## src/sv/rkt_pkg.sv

```systemverilog
// Shared types, action and status codes for the reference-counted key table.
package rkt_pkg;

    localparam int TableDepth = 16;

    localparam int KeyW    = 64;
    localparam int CountW  = 64;
    localparam int PayW    = 64;
    localparam int ActionW = 2;
    localparam int StatusW = 2;

    typedef logic [ActionW-1:0] t_action;
    typedef logic [StatusW-1:0] t_status;

    localparam t_action OP_INSERT = 2'd0;
    localparam t_action OP_LOOKUP = 2'd1;
    localparam t_action OP_ADD    = 2'd2;
    localparam t_action OP_SET    = 2'd3;

    localparam t_status ST_OK        = 2'd0;
    localparam t_status ST_NOT_FOUND = 2'd1;
    localparam t_status ST_DUPLICATE = 2'd2;
    localparam t_status ST_FULL      = 2'd3;

endpackage

```

## src/sv/refcounted_key_table.sv

```systemverilog
// Reference-counted key table: parallel key compare over a register table.
//
//  channel | direction | handshake               | word
//  --------+-----------+-------------------------+--------------------------------------
//  in      | input     | i_in_valid / o_in_stall | action, region_key, payload, delta
//  out     | output    | o_out_valid/ i_out_stall| status, count, payload, freed
//
//  One word per cycle sustained while the output does not stall. A word passes the
//  input register, then the result register (outcome of the single compare pass).
//  Throughput is set by the key compare, the count add and the table write,
//  which all fit between the input register and the result register.
//  Reset (synchronous, active low) clears the slot valid bits and both
//  pipeline valids; slot contents are left as they are.
//  A stall on the output holds the result register and, through it, the
//  input register; the input stalls only when its register cannot advance.
module refcounted_key_table #(
    parameter int TABLE_DEPTH = rkt_pkg::TableDepth
) (
    input  logic                        i_clk,
    input  logic                        i_rst_n,

    input  logic                        i_in_valid,
    output logic                        o_in_stall,
    input  rkt_pkg::t_action            i_action,
    input  logic [rkt_pkg::KeyW-1:0]    i_region_key,
    input  logic [rkt_pkg::PayW-1:0]    i_payload_in,
    input  logic [rkt_pkg::CountW-1:0]  i_count_delta,

    output logic                        o_out_valid,
    input  logic                        i_out_stall,
    output rkt_pkg::t_status            o_status,
    output logic [rkt_pkg::CountW-1:0]  o_count_out,
    output logic [rkt_pkg::PayW-1:0]    o_payload_out,
    output logic                        o_freed
);

    // Input register.
    logic                        r_in_valid;
    rkt_pkg::t_action            r_action;
    logic [rkt_pkg::KeyW-1:0]    r_key;
    logic [rkt_pkg::PayW-1:0]    r_payload;
    logic [rkt_pkg::CountW-1:0]  r_delta;

    // Result register.
    logic                        r_out_valid;
    rkt_pkg::t_status            r_status;
    logic [rkt_pkg::CountW-1:0]  r_count_out;
    logic [rkt_pkg::PayW-1:0]    r_payload_out;
    logic                        r_freed;

    // Slot table.
    logic [TABLE_DEPTH-1:0]      r_slot_valid;
    logic [rkt_pkg::KeyW-1:0]    r_slot_key     [TABLE_DEPTH];
    logic [rkt_pkg::CountW-1:0]  r_slot_count   [TABLE_DEPTH];
    logic [rkt_pkg::PayW-1:0]    r_slot_payload [TABLE_DEPTH];

    // Compare pass.
    logic [TABLE_DEPTH-1:0]      hit_vec;
    logic                        hit_any;
    logic [TABLE_DEPTH-1:0]      free_vec;
    logic                        table_full;
    logic [rkt_pkg::CountW-1:0]  sel_count;
    logic [rkt_pkg::PayW-1:0]    sel_payload;
    logic [rkt_pkg::CountW-1:0]  sum_count;
    logic                        sum_zero;

    // Execute decision and next result.
    logic                        exec;
    logic                        ins_en;
    logic                        add_en;
    logic                        set_en;
    rkt_pkg::t_status            n_status;
    logic [rkt_pkg::CountW-1:0]  n_count_out;
    logic [rkt_pkg::PayW-1:0]    n_payload_out;
    logic                        n_freed;
    logic [TABLE_DEPTH-1:0]      n_slot_valid;

    // Advance the input word when the result register is free or draining.
    assign exec       = r_in_valid && (!r_out_valid || !i_out_stall);
    assign o_in_stall = r_in_valid && !exec;

    // Parallel key compare; at most one valid slot can match.
    always_comb begin
        hit_vec     = '0;
        sel_count   = '0;
        sel_payload = '0;
        for (int i = 0; i < TABLE_DEPTH; i++) begin
            hit_vec[i] = r_slot_valid[i] && (r_slot_key[i] == r_key);
            if (hit_vec[i]) begin
                sel_count   = sel_count | r_slot_count[i];
                sel_payload = sel_payload | r_slot_payload[i];
            end
        end
    end

    assign hit_any    = |hit_vec;
    assign table_full = &r_slot_valid;
    // Lowest clear valid bit, one-hot.
    assign free_vec   = ~r_slot_valid & (r_slot_valid + TABLE_DEPTH'(1));
    assign sum_count  = sel_count + r_delta;
    assign sum_zero   = (sum_count == '0);

    // Decode the action against the compare outcome.
    always_comb begin
        ins_en        = 1'b0;
        add_en        = 1'b0;
        set_en        = 1'b0;
        n_status      = rkt_pkg::ST_OK;
        n_count_out   = '0;
        n_payload_out = '0;
        n_freed       = 1'b0;
        unique case (r_action)
            rkt_pkg::OP_INSERT: begin
                if (hit_any) begin
                    n_status = rkt_pkg::ST_DUPLICATE;
                end else if (table_full) begin
                    n_status = rkt_pkg::ST_FULL;
                end else begin
                    ins_en        = 1'b1;
                    n_payload_out = r_payload;
                end
            end
            rkt_pkg::OP_LOOKUP: begin
                if (!hit_any) begin
                    n_status = rkt_pkg::ST_NOT_FOUND;
                end else begin
                    n_count_out   = sel_count;
                    n_payload_out = sel_payload;
                end
            end
            rkt_pkg::OP_ADD: begin
                if (!hit_any) begin
                    n_status = rkt_pkg::ST_NOT_FOUND;
                end else begin
                    add_en        = 1'b1;
                    n_count_out   = sum_count;
                    n_payload_out = sel_payload;
                    n_freed       = sum_zero;
                end
            end
            rkt_pkg::OP_SET: begin
                if (!hit_any) begin
                    n_status = rkt_pkg::ST_NOT_FOUND;
                end else begin
                    set_en        = 1'b1;
                    n_count_out   = sel_count;
                    n_payload_out = r_payload;
                end
            end
            default: begin
                n_status = rkt_pkg::ST_OK;
            end
        endcase
    end

    // Set the new slot on insert, drop the matching slot when its count hits zero.
    always_comb begin
        n_slot_valid = r_slot_valid;
        if (exec && ins_en) begin
            n_slot_valid = r_slot_valid | free_vec;
        end else if (exec && add_en && sum_zero) begin
            n_slot_valid = r_slot_valid & ~hit_vec;
        end
    end

    // Control state.
    always_ff @(posedge i_clk) begin
        if (!i_rst_n) begin
            r_in_valid   <= 1'b0;
            r_out_valid  <= 1'b0;
            r_slot_valid <= '0;
        end else begin
            if (!o_in_stall) begin
                r_in_valid <= i_in_valid;
            end
            if (exec) begin
                r_out_valid <= 1'b1;
            end else if (!i_out_stall) begin
                r_out_valid <= 1'b0;
            end
            r_slot_valid <= n_slot_valid;
        end
    end

    // Input word capture.
    always_ff @(posedge i_clk) begin
        if (i_in_valid && !o_in_stall) begin
            r_action  <= i_action;
            r_key     <= i_region_key;
            r_payload <= i_payload_in;
            r_delta   <= i_count_delta;
        end
    end

    // Result word capture.
    always_ff @(posedge i_clk) begin
        if (exec) begin
            r_status      <= n_status;
            r_count_out   <= n_count_out;
            r_payload_out <= n_payload_out;
            r_freed       <= n_freed;
        end
    end

    // Slot contents: one writer per slot per cycle (insert goes to a free slot,
    // add and set go to the matching one).
    always_ff @(posedge i_clk) begin
        for (int i = 0; i < TABLE_DEPTH; i++) begin
            if (exec && ins_en && free_vec[i]) begin
                r_slot_key[i]     <= r_key;
                r_slot_count[i]   <= '0;
                r_slot_payload[i] <= r_payload;
            end
            if (exec && add_en && hit_vec[i]) begin
                r_slot_count[i] <= sum_count;
            end
            if (exec && set_en && hit_vec[i]) begin
                r_slot_payload[i] <= r_payload;
            end
        end
    end

    assign o_out_valid   = r_out_valid;
    assign o_status      = r_status;
    assign o_count_out   = r_count_out;
    assign o_payload_out = r_payload_out;
    assign o_freed       = r_freed;

endmodule

```

## config.mk

```make
export PLATFORM = sky130hd
export DESIGN_NAME = refcounted_key_table
export DESIGN_NICKNAME = d
export VERILOG_FILES = /design/src/sv/rkt_pkg.sv /design/src/sv/refcounted_key_table.sv
export SDC_FILE = /design/constraint.sdc
export NUM_CORES = 2
export LEC_CHECK = 0
export ABC_AREA = 1
export BUFFER_PORTS_ARGS = -buffer_cell sky130_fd_sc_hd__buf_2
export CAP_MARGIN = 10
export CORE_UTILIZATION = 50
export DETAILED_ROUTE_END_ITERATION = 10
export PLACE_DENSITY = 0.66
export SYNTH_ARGS = -nofsm -noshare
export SYNTH_HDL_FRONTEND = slang
export SYNTH_SLANG_ARGS = --single-unit
```

## constraint.sdc

```tcl
create_clock -name i_clk -period 32.7 [get_ports i_clk]
set_input_delay 1.635 -clock i_clk [delete_from_list [all_inputs] [get_ports i_clk]]
set_output_delay 1.635 -clock i_clk [all_outputs]
set_load 0.005 [all_outputs]
```

======== Yosys cells after proc, flatten, opt, wreduce, memory -nomap -nowiden ========
Memories as Yosys holds them, arrays and structs flattened.
Index checks and enable logic that the tools add are counted.
storage, ports and cells
  flip-flop bits (word level) ............. 343
  bits in latches ......................... 0
  bits in writable memories ............... 3072
  memory bits (read-only) ................. 0
  input bits .............................. 198
  word-level logic and storage cells ...... 430
  memories kept ........................... 3
memories
  name            depth  width  rd ports  clocked after memory_dff  wr ports  RTL line                    text
  r_slot_count    16     64     16        0                         16        refcounted_key_table.sv:54  logic [rkt_pkg::CountW-1:0] r_slot_count [TABLE_DEPTH];
  r_slot_key      16     64     16        0                         1         refcounted_key_table.sv:53  logic [rkt_pkg::KeyW-1:0] r_slot_key [TABLE_DEPTH];
  r_slot_payload  16     64     16        0                         16        refcounted_key_table.sv:55  logic [rkt_pkg::PayW-1:0] r_slot_payload [TABLE_DEPTH];
cells by class
  $add $sub $neg .......................... 2
  multiply operators ...................... 0
  divide/modulo/power cells ............... 0
  magnitude comparators ................... 0
  eq/ne operators ......................... 20
  shifts and indexed selects .............. 0
  multiplexer cells ....................... 227
  bitwise logic cells ..................... 67
  reductions and logical operators ........ 100
operators by type and width
  cell                   count
  $mux 64                85
  $or 64x64->64          30
  $eq 64x64->1           16
  $reduce_or 64->1       15
  $pmux 64 s3            1
  $pmux 64 s2            1
  $mux 1                 120
  $logic_and 1x1->1      71
  $add 64x64->64         1
  $logic_not 64->1       1
  $mux 4                 15
  $and 16x16->16         2
  $mux 16                2
  $not 16->16            2
  $or 1x1->1             32
  $add 16x1->16 const B  1
  $or 16x16->16          1
  $reduce_and 16->1      1
  $reduce_or 16->1       1
  $eq 2x2->1 const B     2
  $logic_not 1->1        4
  $mux 2                 2
  $pmux 2 s2             1
  $reduce_or 2->1        2
  other kinds (7)        7

======== Longest topological paths before layout ========
An unclocked memory read counts as a cell.
  depth after elaboration ................. 39
  mapped depth ............................ 42
  mapped depth without buffers ............ 38

======== Worst setup path after synthesis ========
Ideal clock, no wire load.
  kind .................................... input -> register
  from .................................... input i_out_stall
  to ...................................... memory r_slot_payload[0][100] (netlist bit), enable pin
  library setup time ...................... 0.574 ns
  arrival ................................. 15.730 ns
  data required time ...................... 32.126 ns
  slack ................................... 16.396 ns
  stages on the path ...................... 10
  path buffers ............................ 1
  cells stage by stage .................... nand2_1 > inv_1 > nor2_1 > inv_1 > nor2_1 > nand2_2 > buf_2 > nor3_1 > inv_1 > o21ai_0
RTL lines
  item         RTL line                    text
  from (decl)  refcounted_key_table.sv:30  input logic i_out_stall,
  to (decl)    refcounted_key_table.sv:55

======== Worst setup path after layout ========
  from .................................... register r_key[1] (netlist bit)
  to ...................................... register r_slot_valid[6]
between the ends
  word-level cells in the longest chain between the ends .. 37
  elaborated cells on any way between the ends .. 78
  those cells by class .................... add/sub: 1; eq/ne: 16; mux: 22; bitwise: 17; reduce/logical: 22
RTL lines
  item                                RTL line                     text
  from (decl)                         refcounted_key_table.sv:40   logic [rkt_pkg::KeyW-1:0] r_key;
  from (signal assigned)              refcounted_key_table.sv:189  r_key <= i_region_key;
  $eq 64x64->1                        refcounted_key_table.sv:88   hit_vec[i] = r_slot_valid[i] && (r_slot_key[i] == r_key);
  $logic_and 1x1->1                   refcounted_key_table.sv:88
  $mux 64                             refcounted_key_table.sv:89   if (hit_vec[i]) begin
  $or 64x64->64                       refcounted_key_table.sv:90   sel_count = sel_count | r_slot_count[i];
  $mux 64                             refcounted_key_table.sv:89
  $or 64x64->64                       refcounted_key_table.sv:90
  $mux 64                             refcounted_key_table.sv:89
  $or 64x64->64                       refcounted_key_table.sv:90
  [21 not listed]                     --
  $or 64x64->64                       refcounted_key_table.sv:90
  $mux 64                             refcounted_key_table.sv:89
  $or 64x64->64                       refcounted_key_table.sv:90
  $mux 64                             refcounted_key_table.sv:89
  $add 64x64->64                      refcounted_key_table.sv:100  assign sum_count = sel_count + r_delta;
  $logic_not 64->1                    refcounted_key_table.sv:101  assign sum_zero = (sum_count == '0);
  $logic_and 1x1->1                   refcounted_key_table.sv:161  end else if (exec && add_en && sum_zero) begin
  $reduce_bool 2->1 (no source line)  --
  to (signal assigned)                refcounted_key_table.sv:181  r_slot_valid <= n_slot_valid;
  to (decl)                           refcounted_key_table.sv:52   logic [TABLE_DEPTH-1:0] r_slot_valid;
Several ways; a longest one is shown, not always the timed one. The select of a mux whose other input is x is not followed.
A chain may end at the register's enable or synchronous reset.

==> results.ini <==
[sta]
final_max_slew_viol_count=0
finalHoldViolCount=0
relSlewSlack_pct=11.6
fin_skew_ns=0.0840
setup_violations=0
fin_crit_sh_pct=30.9
fin_crit_ns=10.10
rsz0062_at_grt=false
tightestPinTransition_ns=1.32
fin_setup_tns_ns=0
max_freq_mhz=99.0

[cts]
post-cts-setup-buffers=0
clk_path_buf_depth=4
root_buffer=clkbuf_16
cts_max_level=5
cts.sinks=3415
clk-insertion-delay-late_ns=0.98
cts-hold-fix-buffers=0
path_clk_slew_ns=0.06
cts_made_buffers=350
tritoncts=built
cts_resized=0

[global_routing]
first_global_vias=91800
overflow=0
grt_pass1_wl_um=638000
grt_max_degree=133
grtUsageTotal_pct=30.7
antenna_found_initial=22

[flow_run]
maxCapViolations=0

[yosys]
synth_edf_count=3397
ys.flop_type=edfxtp_1
synthSimpleGateAreaFrac_pct=15.1
syn-cell-area_mm2=0.144
synth-compound-area-share_pct=4.63
avgSynthCellArea_um2=12.3
synth_adder_area_share_pct=0.624
yosysSeqAreaShare_pct=71.3
synth_xor_area_share_pct=4.79
syn_inst=11700
ys_seq_elements=3415
synthArstFlopShare_pct=0
synth_top_family_by_area=simple AND/OR/NAND/NOR gates
syn_nets=12000
yosysUniqueCellTypes=56
muxShareOfSynthArea_pct=0
yosys_warnings=0

[critical_path]
max_stage_delay_ns=1.03
cp_slowest_cell=edfxtp_1
reg2reg_from=r_key[1]
path_delay_family=simple AND/OR/NAND/NOR gates
rr_endpoint=r_slot_valid[6]
crit_top_cell=nand2_1
critPathKind=flip-flop to flip-flop
cp-start-kind=flip-flop
crit_fanout=50
path_depth=32
cp_num_buf_inv=4
critPathArrivalTime_ns=10.92
worstPathRequired_ns=33.51
crit_path_end_kind=flip-flop
reg2regPathDepth=32
r2r_slack_ns=22.60

[pwr]
leakage_nw=57.7
ir_worst_vdd_uv=43.5
power_density_mw_per_mm2=56.6

[drt]
avgViaCountPerCell=5.94
wirelength_um=452000
drc=0
vias=95300
drt_iter0_drc=13400
routedWlPerCell_um=28.2
first_pass_iters=7
ant_nets=0

[layout]
syn2layout_area_growth_pct=12.0
final_util_pct=56.3
layout-drive-gt1-share_pct=9.70
stdcell_count=16000
layout.nets=12300
design_area_mm2=0.161

[floorplan]
initial_utilization_pct=50.3
ios=331
num_rows=196
dieArea_mm2=0.289
die_x_um=538
core_area_mm2=0.285
dieHeight_um=538

[min_path]
min_from=o_out_valid
whs_path_depth=2
hp-class=flip-flop to flip-flop
hold_end=o_out_valid

[placed_design]
numPortBuffers=330
dpl_cell_area_mm2=0.149
post-dp-hpwl_um=257000
gp_congestion=1.08
dp_cells=15400

[status]
status=complete, no violations

==> layout make-up <==
type	instances	area, um2
flip-flops and latches	3415	102000
multi-input cells	7080	36700
repair buffers	545	3350
diodes	6	15.0
clock buffers	429	9290
fillers	22800	125000
well taps	3762	4710
clock inverters	204	2100
inverters	593	2250
==> synthesized netlist by cell type (70+ instances only) <==
cell type | number | share of area, %
edfxtp_1 | 3397 | 71
nand2_1 | 2854 | 7.5
nor2_1 | 1798 | 4.7
xor2_1 | 645 | 3.9
inv_1 | 558 | 1.5
a22o_1 | 510 | 3.1
nand4_1 | 321 | 1.4
clkbuf_1 | 283 | 0.74
a21oi_1 | 168 | 0.59
nand3_1 | 157 | 0.55
buf_2 | 149 | 0.52
xnor2_1 | 139 | 0.85
nor4_1 | 133 | 0.58
buf_4 | 95 | 0.50
o21ai_0 | 77 | 0.27
ha_1 | 70 | 0.61
==> flip-flops by register name (all words and copies together) (netlist names) <==
register,count
o_payload_out,64
r_slot_count,1024
o_count_out,64
o_freed,1
r_action,2
r_in_valid,1
r_slot_payload,1024
r_key,64
r_slot_valid,16
o_out_valid,1
r_payload,64
r_slot_key,1024
r_delta,64
o_status,2
==> stage by stage <==
step                total power [mW]  hold WS [ns]  setup slack, ns
floorplan                       5.09         0.457            16.40
global placement                5.19         0.492            22.93
detailed placement              5.19         0.502            22.98
CTS                             9.14         0.520            22.94
global route                    9.32         0.562            22.36
finish                          9.11         0.517            22.60
==> layer usage <==
layer	GRT usage [%]	share of wire, %
met2	47.9	45
met5	0	0.031
met4	13.4	4.9
met1	42.2	39
met3	5.90	12
==> worst max path at each step <==
stage	end	start	slack [ns]
after floorplan	r_slot_payload[0][100]	i_out_stall	16.40
after global placement	r_slot_valid[2]	r_key[0]	22.93
after detailed placement	r_slot_valid[6]	r_key[0]	22.98
after CTS	r_slot_valid[6]	r_key[1]	22.94
after global routing	r_slot_valid[6]	r_key[1]	22.36
final	r_slot_valid[6]	r_key[1]	22.60
==> power breakdown <==
group,leakage [nW],internal (mW),switching (mW),total (mW)
clock,5.55,2.30,1.71,4.00
sequential,29.7,4.82,0.0364,4.86
combinational,22.4,0.0674,0.181,0.248
==> cells by family after synthesis <==
kind of cell             count (synthesis)
adder cells (fa/ha/maj)                 71
AO/OA/AOI/OAI                          874
AND/OR/NAND/NOR                       5350
XOR/XNOR                               785
buffers and inverters                 1190
flip-flops                            3415
==> worst register-to-register path, delay by kind of cell (launching register included) <==
family | cells | cell delay, ns
simple gates | 20 | 3.93
buf+inv | 4 | 2.53
xor+xnor | 1 | 0.69
fa+ha+maj | 1 | 0.34
flops | 1 | 1.03
compound gates | 6 | 1.51
==> cells in the final DEF, fill, tap and decap left out, types with 7 or more instances in the layout <==
master and instances:
clkbuf_1 66, clkinvlp_4 15, xor2_1 645, o21bai_1 9
xnor2_1 139, o21ai_1 7, nand2_4 34, inv_1 551
o41ai_1 63, clkbuf_16 359, nand3b_1 13, or2_2 12
ha_1 68, a22o_1 510, inv_6 9, nor2_4 22
nand3_1 157, a21o_1 8, nor3_2 9, nor2_1 1779
buf_2 330, nor3_1 20, a21oi_1 168, o21ai_0 64
o21ai_4 13, nand2_1 2830, bufinv_16 34, a31oi_1 7
clkinv_2 70, buf_4 208, dfxtp_1 18, nor4_1 133
edfxtp_1 3397, clkinv_1 71, inv_2 30, nand4_1 321
No activity file was read; power rests on OpenSTA's default activity.
